--- src/hw/rtl/rlee_pkg.sv ---
// Shared types, constants and helpers for the escape-byte run-length encoder.
package rlee_pkg;

   localparam int QUEUE_DEPTH = 4;
   localparam int QPTR_W      = $clog2(QUEUE_DEPTH);
   localparam int QCNT_W      = $clog2(QUEUE_DEPTH + 1);

   localparam logic [7:0] RUN_CAP           = 8'd255;
   localparam logic [2:0] MIN_RUN_LIMIT     = 3'd4;
   localparam logic [7:0] ESCAPE_MARKER_RST = 8'hFF;
   localparam logic [2:0] MIN_RUN_RST       = 3'd3;

   typedef enum logic [0:0] {
      CSR_ESCAPE_MARKER = 1'b0,
      CSR_MIN_RUN       = 1'b1
   } rlee_csr_index_type;

   typedef struct packed {
      logic [7:0] data_byte;
      logic       last_byte;
   } rlee_req_type;

   typedef struct packed {
      logic [7:0] out_byte;
      logic       item_done;
      logic       buffer_done;
   } rlee_rsp_type;

   typedef struct packed {
      logic       valid;
      logic       triple;
      logic [7:0] length;
      logic [7:0] value;
   } rlee_flush_type;

   typedef struct packed {
      rlee_flush_type flush_a;
      rlee_flush_type flush_b;
      logic           last_byte;
   } rlee_cmd_type;

   typedef struct packed {
      logic full;
      logic empty;
   } rlee_qstat_type;

   function automatic logic [2:0] rlee_eff_min(input logic [2:0] min_run);
      logic [2:0] m;
      m = min_run;
      if (m == 3'd0) begin
         m = 3'd1;
      end
      if (m > MIN_RUN_LIMIT) begin
         m = MIN_RUN_LIMIT;
      end
      return m;
   endfunction

   function automatic logic rlee_is_triple(input logic [7:0] length,
                                           input logic [7:0] value,
                                           input logic [7:0] marker,
                                           input logic [2:0] min_run);
      return (length >= {5'd0, rlee_eff_min(min_run)}) || (value == marker);
   endfunction

endpackage

--- src/hw/rtl/rlee_front.sv ---
// Front end: accepts bytes, tracks the pending run and issues flush commands.
module rlee_front import rlee_pkg::*; (
   input  logic           clock,
   input  logic           reset,
   input  logic           req_valid,
   output logic           req_ready,
   input  rlee_req_type   req_data,
   input  logic [7:0]     escape_marker,
   input  logic [2:0]     min_run,
   input  rlee_qstat_type q_stat,
   output logic           q_push,
   output rlee_cmd_type   q_cmd
);

   logic [7:0] run_value_ff, run_value_in;
   logic [7:0] run_length_ff, run_length_in;
   logic [7:0] val_nx, len_nx;
   logic       accept, flush_a_go, flush_b_go;

   assign req_ready = !q_stat.full;
   assign accept    = req_valid && req_ready;

   always_comb begin
      flush_a_go = (run_length_ff != 8'd0) && (req_data.data_byte != run_value_ff);
      if ((run_length_ff == 8'd0) || flush_a_go) begin
         val_nx = req_data.data_byte;
         len_nx = 8'd1;
      end else begin
         val_nx = run_value_ff;
         len_nx = run_length_ff + 8'd1;
      end
      flush_b_go = (len_nx == RUN_CAP) || req_data.last_byte;

      q_cmd.flush_a.valid  = flush_a_go;
      q_cmd.flush_a.triple = rlee_is_triple(run_length_ff, run_value_ff, escape_marker,
                                            min_run);
      q_cmd.flush_a.length = run_length_ff;
      q_cmd.flush_a.value  = run_value_ff;
      q_cmd.flush_b.valid  = flush_b_go;
      q_cmd.flush_b.triple = rlee_is_triple(len_nx, val_nx, escape_marker, min_run);
      q_cmd.flush_b.length = len_nx;
      q_cmd.flush_b.value  = val_nx;
      q_cmd.last_byte      = req_data.last_byte;

      q_push = accept && (flush_a_go || flush_b_go);

      run_value_in  = run_value_ff;
      run_length_in = run_length_ff;
      if (accept) begin
         if (flush_b_go) begin
            run_value_in  = 8'd0;
            run_length_in = 8'd0;
         end else begin
            run_value_in  = val_nx;
            run_length_in = len_nx;
         end
      end
   end

   always_ff @(posedge clock) begin
      if (reset) begin
         run_value_ff  <= 8'd0;
         run_length_ff <= 8'd0;
      end else begin
         run_value_ff  <= run_value_in;
         run_length_ff <= run_length_in;
      end
   end

endmodule

--- src/hw/rtl/rlee_queue.sv ---
// Command queue between the front end and the byte emitter.
module rlee_queue import rlee_pkg::*; (
   input  logic           clock,
   input  logic           reset,
   input  logic           push,
   input  rlee_cmd_type   push_cmd,
   input  logic           pop,
   output rlee_cmd_type   head_cmd,
   output rlee_qstat_type stat
);

   rlee_cmd_type        mem_ff [QUEUE_DEPTH];
   logic [QPTR_W-1:0]   wr_ptr_ff, wr_ptr_in;
   logic [QPTR_W-1:0]   rd_ptr_ff, rd_ptr_in;
   logic [QCNT_W-1:0]   count_ff, count_in;
   logic                do_push, do_pop;

   assign stat.full  = (count_ff == QCNT_W'(QUEUE_DEPTH));
   assign stat.empty = (count_ff == '0);
   assign head_cmd   = mem_ff[rd_ptr_ff];
   assign do_push    = push && !stat.full;
   assign do_pop     = pop && !stat.empty;

   always_comb begin
      wr_ptr_in = do_push ? wr_ptr_ff + QPTR_W'(1) : wr_ptr_ff;
      rd_ptr_in = do_pop ? rd_ptr_ff + QPTR_W'(1) : rd_ptr_ff;
      count_in  = count_ff;
      if (do_push && !do_pop) begin
         count_in = count_ff + QCNT_W'(1);
      end else if (do_pop && !do_push) begin
         count_in = count_ff - QCNT_W'(1);
      end
   end

   always_ff @(posedge clock) begin
      if (reset) begin
         wr_ptr_ff <= '0;
         rd_ptr_ff <= '0;
         count_ff  <= '0;
      end else begin
         wr_ptr_ff <= wr_ptr_in;
         rd_ptr_ff <= rd_ptr_in;
         count_ff  <= count_in;
      end
   end

   always_ff @(posedge clock) begin
      if (do_push) begin
         mem_ff[wr_ptr_ff] <= push_cmd;
      end
   end

endmodule

--- src/hw/rtl/rlee_back.sv ---
// Back end: expands flush commands into encoded bytes, one per cycle while the output is not stalled.
module rlee_back import rlee_pkg::*; (
   input  logic           clock,
   input  logic           reset,
   input  rlee_cmd_type   head_cmd,
   input  rlee_qstat_type q_stat,
   output logic           q_pop,
   input  logic [7:0]     escape_marker,
   output logic           rsp_valid,
   input  logic           rsp_ready,
   output rlee_rsp_type   rsp_data
);

   logic           phase_b_ff, phase_b_in;
   logic [1:0]     idx_ff, idx_in;
   logic           rsp_valid_ff, rsp_valid_in;
   rlee_rsp_type   rsp_data_ff, rsp_data_in;
   rlee_flush_type cur;
   logic           sel_b, advance, last_of_flush, last_of_item;
   logic [1:0]     nbytes;
   logic [7:0]     byte_nx;

   always_comb begin
      sel_b  = phase_b_ff || !head_cmd.flush_a.valid;
      cur    = sel_b ? head_cmd.flush_b : head_cmd.flush_a;
      nbytes = cur.triple ? 2'd3 : cur.length[1:0];
      if (!cur.triple) begin
         byte_nx = cur.value;
      end else if (idx_ff == 2'd0) begin
         byte_nx = escape_marker;
      end else if (idx_ff == 2'd1) begin
         byte_nx = cur.length;
      end else begin
         byte_nx = cur.value;
      end
      last_of_flush = (idx_ff == nbytes - 2'd1);
      last_of_item  = last_of_flush && (sel_b || !head_cmd.flush_b.valid);
      advance       = !q_stat.empty && (!rsp_valid_ff || rsp_ready);
      q_pop         = advance && last_of_item;

      phase_b_in   = phase_b_ff;
      idx_in       = idx_ff;
      rsp_valid_in = rsp_valid_ff && !rsp_ready;
      rsp_data_in  = rsp_data_ff;
      if (advance) begin
         rsp_valid_in            = 1'b1;
         rsp_data_in.out_byte    = byte_nx;
         rsp_data_in.item_done   = last_of_item;
         rsp_data_in.buffer_done = last_of_item && head_cmd.last_byte;
         if (last_of_item) begin
            phase_b_in = 1'b0;
            idx_in     = 2'd0;
         end else if (last_of_flush) begin
            phase_b_in = 1'b1;
            idx_in     = 2'd0;
         end else begin
            idx_in = idx_ff + 2'd1;
         end
      end
   end

   always_ff @(posedge clock) begin
      if (reset) begin
         phase_b_ff   <= 1'b0;
         idx_ff       <= 2'd0;
         rsp_valid_ff <= 1'b0;
      end else begin
         phase_b_ff   <= phase_b_in;
         idx_ff       <= idx_in;
         rsp_valid_ff <= rsp_valid_in;
      end
   end

   always_ff @(posedge clock) begin
      rsp_data_ff <= rsp_data_in;
   end

   assign rsp_valid = rsp_valid_ff;
   assign rsp_data  = rsp_data_ff;

endmodule

--- src/hw/rtl/rle_escape_encoder_unit.sv ---
// Top level of the escape-byte run-length encoder.
// The encoder takes one input byte per cycle while its four-entry command queue has room,
// and sends encoded bytes at one per cycle, while the receiver takes them, from a
// registered output stage; an item yields zero to six bytes (a literal burst of up to
// three, or a marker/count/value triple, for each of up to two flushed runs). Input rate
// is one item per cycle as long as the encoded stream averages at most one byte per item;
// bursts are held in the queue and the output register, and when the queue fills the
// input stalls until the emitter drains an entry. Reset needs no clearing pass.
module rle_escape_encoder_unit import rlee_pkg::*; (
   input  logic         clock,
   input  logic         reset,
   input  logic         req_valid,
   output logic         req_ready,
   input  rlee_req_type req_data,
   output logic         rsp_valid,
   input  logic         rsp_ready,
   output rlee_rsp_type rsp_data,
   input  logic         csr_we,
   input  logic [0:0]   csr_index,
   input  logic [7:0]   csr_wdata
);

   logic [7:0]     escape_marker_ff, escape_marker_in;
   logic [2:0]     min_run_ff, min_run_in;
   rlee_qstat_type q_stat;
   rlee_cmd_type   push_cmd, head_cmd;
   logic           q_push, q_pop;

   always_comb begin
      escape_marker_in = escape_marker_ff;
      min_run_in       = min_run_ff;
      if (csr_we) begin
         case (csr_index)
            CSR_ESCAPE_MARKER: begin
               escape_marker_in = csr_wdata;
            end
            CSR_MIN_RUN: begin
               min_run_in = csr_wdata[2:0];
            end
            default: begin
            end
         endcase
      end
   end

   always_ff @(posedge clock) begin
      if (reset) begin
         escape_marker_ff <= ESCAPE_MARKER_RST;
         min_run_ff       <= MIN_RUN_RST;
      end else begin
         escape_marker_ff <= escape_marker_in;
         min_run_ff       <= min_run_in;
      end
   end

   rlee_front u_front (
      .clock         (clock),
      .reset         (reset),
      .req_valid     (req_valid),
      .req_ready     (req_ready),
      .req_data      (req_data),
      .escape_marker (escape_marker_ff),
      .min_run       (min_run_ff),
      .q_stat        (q_stat),
      .q_push        (q_push),
      .q_cmd         (push_cmd)
   );

   rlee_queue u_queue (
      .clock    (clock),
      .reset    (reset),
      .push     (q_push),
      .push_cmd (push_cmd),
      .pop      (q_pop),
      .head_cmd (head_cmd),
      .stat     (q_stat)
   );

   rlee_back u_back (
      .clock         (clock),
      .reset         (reset),
      .head_cmd      (head_cmd),
      .q_stat        (q_stat),
      .q_pop         (q_pop),
      .escape_marker (escape_marker_ff),
      .rsp_valid     (rsp_valid),
      .rsp_ready     (rsp_ready),
      .rsp_data      (rsp_data)
   );

   a_buffer_done_ends_item: assert property (@(posedge clock) disable iff (reset)
      rsp_valid && rsp_data.buffer_done |-> rsp_data.item_done)
      else $error("buffer_done without item_done");

   a_queue_stat_sane: assert property (@(posedge clock) disable iff (reset)
      !(q_stat.full && q_stat.empty))
      else $error("queue both full and empty");

   a_no_push_when_full: assert property (@(posedge clock) disable iff (reset)
      q_stat.full |-> !q_push)
      else $error("command pushed into full queue");

   a_pop_needs_entry: assert property (@(posedge clock) disable iff (reset)
      q_pop |-> !q_stat.empty)
      else $error("pop from empty queue");

endmodule
--- config.mk ---
export PLATFORM = sky130hd
export DESIGN_NAME = rle_escape_encoder_unit
export DESIGN_NICKNAME = d
export VERILOG_FILES = /design/src/hw/rtl/rlee_pkg.sv /design/src/hw/rtl/rlee_front.sv /design/src/hw/rtl/rlee_queue.sv /design/src/hw/rtl/rlee_back.sv /design/src/hw/rtl/rle_escape_encoder_unit.sv
export SDC_FILE = /design/constraint.sdc
export NUM_CORES = 1
export LEC_CHECK = 0
export BUFFER_PORTS_ARGS = -buffer_cell sky130_fd_sc_hd__buf_2
export CORE_MARGIN = 8
export CORE_UTILIZATION = 58
export CTS_BUF_LIST = sky130_fd_sc_hd__clkbuf_4 sky130_fd_sc_hd__clkbuf_8
export CTS_CLUSTER_SIZE = 24
export DETAILED_ROUTE_END_ITERATION = 6
export PLACE_DENSITY = 0.78
export SYNTH_ARGS = -nofsm -noshare
export SYNTH_HDL_FRONTEND = slang
export SYNTH_HIERARCHICAL = 1
export SYNTH_SLANG_ARGS = --single-unit
--- constraint.sdc ---
create_clock -name clock -period 3.6 [get_ports clock]
set_input_delay 0.72 -clock clock [delete_from_list [all_inputs] [get_ports clock]]
set_output_delay 0.72 -clock clock [all_outputs]
set_load 0.03 [all_outputs]
Word-level counts from Yosys, hierarchy flattened --
Memory sizes are Yosys's and may differ from the RTL's. A register that Yosys moved wholly into a read port is not among the register bits. Cells that the tools add are included.
Cells by class: $add $sub $neg 7, multipliers 0, divide/modulo/power cells 0, magnitude comparators 3, equality and inequality tests 7, shift operators 0, muxes and demuxes 22, bitwise operators 1, reduce and logical (&&, ||, !) cells 38
Operators by type and width (count):
- $mux W8 | 7
- $mux W17 | 1
- $eq A8 B8 Y1 | 2
- $ge A8 B3 Y1 | 2
- $logic_and A1 B1 Y1 | 12
- $mux W3 | 4
- $mux W2 | 5
- $add A8 B1 Y8 const B | 1
- $eq A8 B8 Y1 const B | 1
- $logic_not A1 Y1 | 8
- $logic_not A8 Y1 | 1
- $logic_or A1 B1 Y1 | 8
- $ne A8 B8 Y1 | 1
- $reduce_bool A8 Y1 | 1
- $add A2 B1 Y2 const B | 3
- $logic_not A3 Y1 | 2
- $reduce_and A2 Y1 | 3
- $mux W1 | 5
- $reduce_bool A2 Y1 | 2
- $add A3 B1 Y3 const B | 1
- $eq A3 B3 Y1 const B | 1
- $gt A3 B3 Y1 const B | 1
- $sub A3 B1 Y3 const B | 1
- $eq A2 B1 Y1 const B | 1
- 4 further kinds | 4
Word-level totals: register bits 48, latch bits 0, memory bits (writable) 148, bits in read-only memories 0, input port bits 23, output and inout port bits 12, word-level logic and storage cells 92, memories kept 1
Memories:
- u_queue.mem_ff | words 4, bits a word 37, read ports 1, clocked after memory_dff 1, wr ports 1, RTL line rlee_queue.sv:12 | rlee_cmd_type mem_ff [QUEUE_DEPTH];

Logic depth before layout (Yosys ltp) --
Gate-level depths: netlist of run 1.
word-level depth 13, gate-level depth with buffers 15, gate-level depth less buffers 15

By module --
The synthesis of run 1 kept the hierarchy.
By module, submodules not included:
- rlee_queue | times used 1, cells an instance 241, area each 5844.4 µm², sequential area each 4624.4 µm²
- rlee_front | times used 1, cells an instance 185, area each 1472.7 µm², sequential area each 320.3 µm²
- rlee_back | times used 1, cells an instance 118, area each 985.9 µm², sequential area each 380.4 µm²
- rle_escape_encoder_unit | times used 1, cells an instance 46, area each 440.4 µm², sequential area each 220.2 µm²

Worst setup path after synthesis of run 1 --
Ideal clock, no wire load.
kind in2reg, from input req_data[7] (netlist name), to memory u_queue/mem_ff[2][0] (netlist name), enable pin, library setup time 0.398 ns, arrival time 3.147 ns, required time 3.202 ns, path slack 0.055 ns, cell stages on the path 8, path buffers 0, path through xor2_1 > nor4_2 > nand2_2 > nor4_4 > o31a_1 > inv_1 > nor2_1 > and2_1
Between the ends: cells in the longest elaborated chain, start to end 11
Ends and longest elaborated chain:
- start, declared | RTL line rle_escape_encoder_unit.sv:14 | input rlee_req_type req_data,
- $ne A8 B8 Y1 (*) | RTL line rlee_front.sv:24 | flush_a_go = (run_length_ff != 8'd0) && (req_data.data_byte != run_value_ff);
- $logic_and A1 B1 Y1 (*) | RTL line rlee_front.sv:24
- $logic_or A1 B1 Y1 | RTL line rlee_front.sv:25 | if ((run_length_ff == 8'd0) || flush_a_go) begin
- $mux W8 | RTL line rlee_front.sv:25
- $eq A8 B8 Y1 | RTL line rlee_front.sv:32 | flush_b_go = (len_nx == RUN_CAP) || req_data.last_byte;
- $logic_or A1 B1 Y1 | RTL line rlee_front.sv:32
- $logic_or A1 B1 Y1 (*) | RTL line rlee_front.sv:45 | q_push = accept && (flush_a_go || flush_b_go);
- $logic_and A1 B1 Y1 (*) | RTL line rlee_front.sv:45
- via q_push | RTL line rle_escape_encoder_unit.sv:27 | logic q_push, q_pop;
- $logic_and A1 B1 Y1 (*) | RTL line rlee_queue.sv:21 | assign do_push = push && !stat.full;
- via u_queue.do_push | RTL line rlee_queue.sv:16 | logic do_push, do_pop;
- $mux W1 (*) | RTL line rlee_queue.sv:48 | if (do_push) begin
- $mux W1 (implied by the code) (*) | RTL line rlee_queue.sv:49 | mem_ff[wr_ptr_ff] <= push_cmd;
- end, declared | RTL line rlee_queue.sv:12
Mark *: on every way through the listed nets, which the timed path passes. The rest lies on a longest branch.

==> flow_summary.toml, run 1 <==
[setup_path]
cp.required_ns = 3.98
slowest_stage = "mux4_2"
crit_fanout = 8
start_kind = "flop"
worst_setup_path_end_kind = "flop"
reg2reg_depth = 13
worstPathBufferInverterCount = 1
reg2reg_to = "u_queue/count_ff[2]"
rrSetupSlack_ns = 0.18
slowest_delay_ns = 0.56
critPathKind = "reg -> reg"
cpLargestDelayFamily = "multiplexers"
arrival_ns = 3.80
worstPathCellList = "mux4_2 -> nand2b_4 -> mux2i_2 -> xnor2_2 -> mux2i_1 -> a211oi_1 -> o31ai_2 -> ha_1 -> inv_1 -> fa_1 -> xor2_1 -> or3_1 -> a21oi_1"

[floorplan]
die_width_um = 139
rows = 45
die_area_um2 = 19300
initial_utilization = 0.584
core_um2 = 15000
die_height_um = 139
ios = 35

[timing]
max_freq_ghz = 0.292
max_slew_margin = 0.572
fin_skew_ns = 0.00947
hold_viol = 0
fin_ws_ns = 0.179
min_period_over_period = 0.950
grt_setup_unrepaired = "no"
setup_tns_ns = 0
tightest_slew_ns = 0.637
setup_viol = 0
min_period_ns = 3.42
finalMaxSlewViolations = 0

[cells_and_area]
instances_no_fill = 850
finalInstanceArea_um2 = 9720
layout.nets = 688
utilization = 0.649
syn_to_final_growth_pct = 11.1
diodes = 0
layout-drive-gt1-share = 0.260

[grt]
grt_usage = 0.196
grt_overflow_total = 0
grt_max_degree = 38
grt_pass1_wl_mm = 28.8
grt_pass1_vias = 5258
antenna_found_initial = 0

[clock_network]
clk_pin_slew_ns = 0.10
htree_levels = 4
clockBufferDepth = 2
cts_buffers = 17
clock_sinks = 198
cts_tree = "built"
cts-root-buf = "clkbuf_8"
cts_hold_buf = 0
clk_latency_ns = 0.46

[power_and_ir_drop]
switching_share = 0.309
p_int_w = 0.00416
p_per_area_nw_per_um2 = 619
p_leak_nw = 3.46
p_clk_frac = 0.253
p_seq_frac = 0.486
p_comb_frac = 0.261
switchingPower_w = 0.00186
ir_drop_mv = 0.261

[synthesis]
synth_ff_type = "edfxtp_1"
netlist_top_cells_area = "edfxtp_1 (54%), dfxtp_1 (9.2%), mux4_2 (9.0%)"
netlist_instances = 590
synth-edff-count = 158
netlist_area_um2 = 8740
synthTopCellsByCount = "edfxtp_1 (158), nor2_1 (54), nand2_1 (44)"
yosys_warnings = 6
post-synth-top-count-cell = "edfxtp_1"
yosys.area.top_type = "edfxtp_1"
syn_nets = 629
synth.avg_cell_area_um2 = 14.8
synth.top_cell.area_share = 0.543
yosysUniqueCellTypes = 67
synthArstFlopShare = 0
seq_area_frac_synth = 0.634
ys_seq_elements = 198

[routing]
drtIter0Drc = 494
wl_mm = 18.5
drc = 0
vias = 5165
via_per_inst = 6.08
wl_per_cell_um = 21.7
ant_nets = 0
dr.pass1.iters = 5

[place]
dpl.cell_count = 816
pre_cts_slack_ns = 0.000375
postPlaceCellArea_um2 = 9250
port_buffers = 34
gp_congestion = 0.907
dp_hpwl_mm = 12.2

[min_path]
min_path_type = "in -> reg"
holdPathEnd = "escape_marker_ff[5]"
hold_depth = 3
min_from = "csr_wdata[5]"

[status]
outcome = "finished, final reports clean"

[flow_run]
maxCapViolations = 0
stage by stage:
stage	total power [W]	hold slack [ns]
CTS	0.00603	0.481
global route	0.00627	0.496
finish	0.00601	0.512
detailed placement	0.00451	0.504
global placement	0.00446	0.493
floorplan	0.00403	0.458
sequential cells by signal (all words and copies together), names as in the netlist, named ones only:
signal,cells
min_run_ff,3
u_back/rsp_data,10
u_queue/mem_ff,148
u_queue/wr_ptr_ff,2
u_back/idx_ff,2
u_queue/count_ff,3
escape_marker_ff,8
u_front/run_value_ff,8
u_back/rsp_valid,1
u_back/phase_b_ff,1
u_front/run_length_ff,8
u_queue/rd_ptr_ff,2
worst reg2reg max path, delay by kind of cell (launching register included):
| kind | cells | cell delay (ns) |
|---|---|---|
| xor+xnor | 2 | 0.35 |
| mux | 3 | 1.11 |
| fa+ha+maj | 2 | 0.59 |
| compound gates | 3 | 0.37 |
| flops | 1 | 0.43 |
| simple gates | 2 | 0.43 |
| buf+inv | 1 | 0.06 |
power by group through the flow:
stage	Clock, W	Sequential (W)	Combinational [W]
floorplan	0	0.00307	0.000964
global placement	0	0.00296	0.00151
detailed placement	0	0.00297	0.00154
CTS	0.00156	0.00292	0.00155
global route	0.00165	0.00295	0.00168
finish	0.00152	0.00292	0.00157
area by class of cell:
class,count,area (um2)
sequential,198,5550
tap,188,235
inverter,23,86.3
clock buffer,18,241
multi-input combinational,337,2900
clock inverter,14,198
fill,1033,5260
timing repair buffer,72,505
routing by layer:
metal	vias to the layer above	GRT usage	routed length, um	share of wire
li1	2333	-	-	-
met1	2619	0.243	7660	0.41
met2	182	0.335	9370	0.51
met3	31	0.0434	1050	0.057
met4	0	0.0647	389	0.021
met5	-	0	0	0
cell usage in the layout, fill, tap and decap left out, drive strengths merged, types with 5 or more instances in the layout:
cell,Yosys,layout
dfxtp,40,40
and3,5,5
ha,15,15
clkbuf,15,18
nand3,7,7
nand4,6,6
nand2,45,45
nand2b,9,9
a211oi,5,5
mux4,37,37
edfxtp,158,158
o21ai,19,19
xor2,22,22
xnor2,14,14
a32oi,6,6
a21oi,6,6
mux2i,16,16
nor2,55,55
o22ai,6,6
and2,7,7
buf,17,72
nand3b,9,9
inv,23,26
nor4,5,5
worst max path at each step:
stage                start                    to  slack, ns  cells after the start
2_1_floorplan  req_data[7]  u_queue/mem_ff[2][0]       0.05                      8
3_3_place_gp   req_data[8]   u_queue/count_ff[2]       0.06                     15
3_5_place_dp   req_data[8]   u_queue/count_ff[2]     0.0004                     15
4_1_cts               flop   u_queue/count_ff[2]       0.06                     13
5_1_grt               flop   u_queue/count_ff[2]       0.03                     13
6_report              flop   u_queue/count_ff[2]       0.18                     13
repair_timing:
item | in CTS | in global routing
setup endpoints to repair | 0 | 2
buffers inserted | 0 | 2
gates resized for setup | 0 | 4
cell families after synthesis:
group / Yosys count / share of synthesized area
mux: 53 / 0.115
fa+ha+maj: 16 / 0.0238
flops: 198 / 0.634
compound gates: 66 / 0.0562
buf+inv: 55 / 0.0353
simple gates: 166 / 0.0986
xor+xnor: 36 / 0.0369
Note: power is estimated with default switching activity, not from simulation.
==> run 2, diff against run 1 <==
Settings changed: REMOVE_ABC_BUFFERS from default to 1.
==> run 2 against run 1 <==
Effect of this change: clock power down 5%; power fell by 1.1%; die area did not move; sequential share of layout area is 0.096 points higher; fmax fell by 0.57%; sequential power hardly changed; non-clock buffer count unchanged; combinational power about the same; count of clock-buffer cells in the layout rose by 5; register-to-register slack worse by 0.02 ns.
==> flow_summary.toml, run 2 (same netlist as run 1, synthesis figures left out) <==
[clock_network]
cts_resized = 0
clock_sinks = 198
cts_hold_buf = 0
clk_latency_ns = 0.47
htree_levels = 4
cts_setup_buffers = 0
clockBufferDepth = 2
cts_buffers = 17
cts-root-buf = "clkbuf_8"
cts_tree = "built"
clk_pin_slew_ns = 0.09

[grt]
grtUsageMet1 = 0.239
use_met3 = 0.0451
antenna_found_initial = 0
grt_overflow_total = 0
met2_usage = 0.344
grt_pass1_vias = 5404
grt_max_degree = 36
grt_usage = 0.201
grt_pass1_wl_mm = 29.7
grt-busiest-layer = "met2"

[setup_path]
worst_setup_path_end_kind = "flop"
critPathKind = "reg -> reg"
reg2reg_depth = 14
crit_fanout = 10
cp.required_ns = 3.99
arrival_ns = 3.83
start_kind = "flop"

[power_and_ir_drop]
p_seq_frac = 0.490
p_leak_nw = 3.45
p_comb_frac = 0.266
p_per_area_nw_per_um2 = 614
p_int_w = 0.00413
switchingPower_w = 0.00182
ir_drop_mv = 0.276
p_clk_frac = 0.245
switching_share = 0.305

[timing]
hold_viol = 0
finalMaxSlewViolations = 0
max_slew_margin = 0.466
setup_viol = 0
max_freq_ghz = 0.291
tightest_slew_ns = 0.795
fin_ws_ns = 0.160
fin_skew_ns = 0.0111
min_period_over_period = 0.956
min_period_ns = 3.44

[routing]
wl_mm = 18.9
vias = 5209
dr.pass1.iters = 5
drtIter0Drc = 504
via_per_inst = 6.13
ant_nets = 0
drc = 0
wl_per_cell_um = 22.2

[cells_and_area]
seq_area_um2 = 5550
max_flop_register = "u_queue/mem_ff"
syn_to_final_growth_pct = 10.8
fillers = 1048
layout-drive-gt1-share = 0.255
largest_reg_flops = 148
final_cell_mix = "edfxtp_1 (158), nor2_1 (54), nand2_1 (44)"
layout.nets = 688
final_common_cell = "edfxtp_1"
utilization = 0.647
multi_input_area_um2 = 2900
diodes = 0

[floorplan]
die_area_um2 = 19300
die_width_um = 139
rows = 45
initial_utilization = 0.584
die_height_um = 139
core_um2 = 15000
ios = 35

[status]
outcome = "finished, final reports clean"

[flow_run]
maxCapViolations = 0

[place]
port_buffers = 34
dp_hpwl_mm = 13.0
pre_cts_slack_ns = 0.0202
gp_congestion = 0.873

[min_path]
min_path_type = "reg -> reg"
hold_depth = 0
==> run 2: cell types whose count changed in the layout (fill, tap and decap cells not counted), sizes merged <==
cell      change
clkbuf        +5
inv           -3
bufinv        -1
clkinvlp      -1
==> run 2: worst paths after layout <==
kind | start | to | slack [ns]
max reg2reg | flop | u_queue/count_ff[2] | 0.16
max | flop | u_queue/count_ff[2] | 0.16
min | u_front/run_value_ff[5] | u_queue/mem_ff[2][24] | 0.50
min reg2reg | u_front/run_value_ff[5] | u_queue/mem_ff[2][24] | 0.50
==> run 2: critical path: stages, from the launching register on <==
cell      delay, ns
dfxtp_2        0.36
buf_6          0.18
mux4_2         0.57
nor2_1         0.22
mux2i_2        0.14
nor2_1         0.20
mux2i_1        0.12
a211oi_1       0.40
o31ai_2        0.16
ha_1           0.24
inv_1          0.08
fa_1           0.18
xor2_1         0.07
or3_1          0.30
a21oi_1        0.14
==> run 2: area by class of cell <==
class | instances | share of cell area
clock buffer | 23 | 0.0294
clock inverter | 9 | 0.0134
inverter | 23 | 0.00891
multi-input combinational | 337 | 0.299
sequential | 198 | 0.572
tap | 188 | 0.0243
timing repair buffer | 72 | 0.0526
==> run 2: metal layers <==
layer	up-vias	wire, um
met5	-	0
met4	0	497
met3	41	1450
met2	244	9720
met1	2590	7230
li1	2334	-
==> run 2: power groups by stage <==
| stage | registers [W] | logic (W) | clock network (W) |
|---|---|---|---|
| finish | 0.00291 | 0.00158 | 0.00145 |
| global route | 0.00294 | 0.00169 | 0.00155 |
| CTS | 0.00291 | 0.00157 | 0.00148 |
| detailed placement | 0.00297 | 0.00156 | 0 |
| global placement | 0.00295 | 0.00153 | 0 |
| floorplan | 0.00310 | 0.000859 | 0 |
==> run 2: stage by stage <==
stage          power (W)  cell area [um2]  hold slack, ns  setup TNS, ns  std cells
3_5_place_dp     0.00453             9270           0.485              0        818
5_1_grt          0.00618             9690           0.525       -0.00439        850
6_report         0.00595             9690           0.500              0        850
2_1_floorplan    0.00396             8520           0.481         -61.63        558
3_3_place_gp     0.00447             9270           0.473              0        818
4_1_cts          0.00596             9680           0.505              0        850
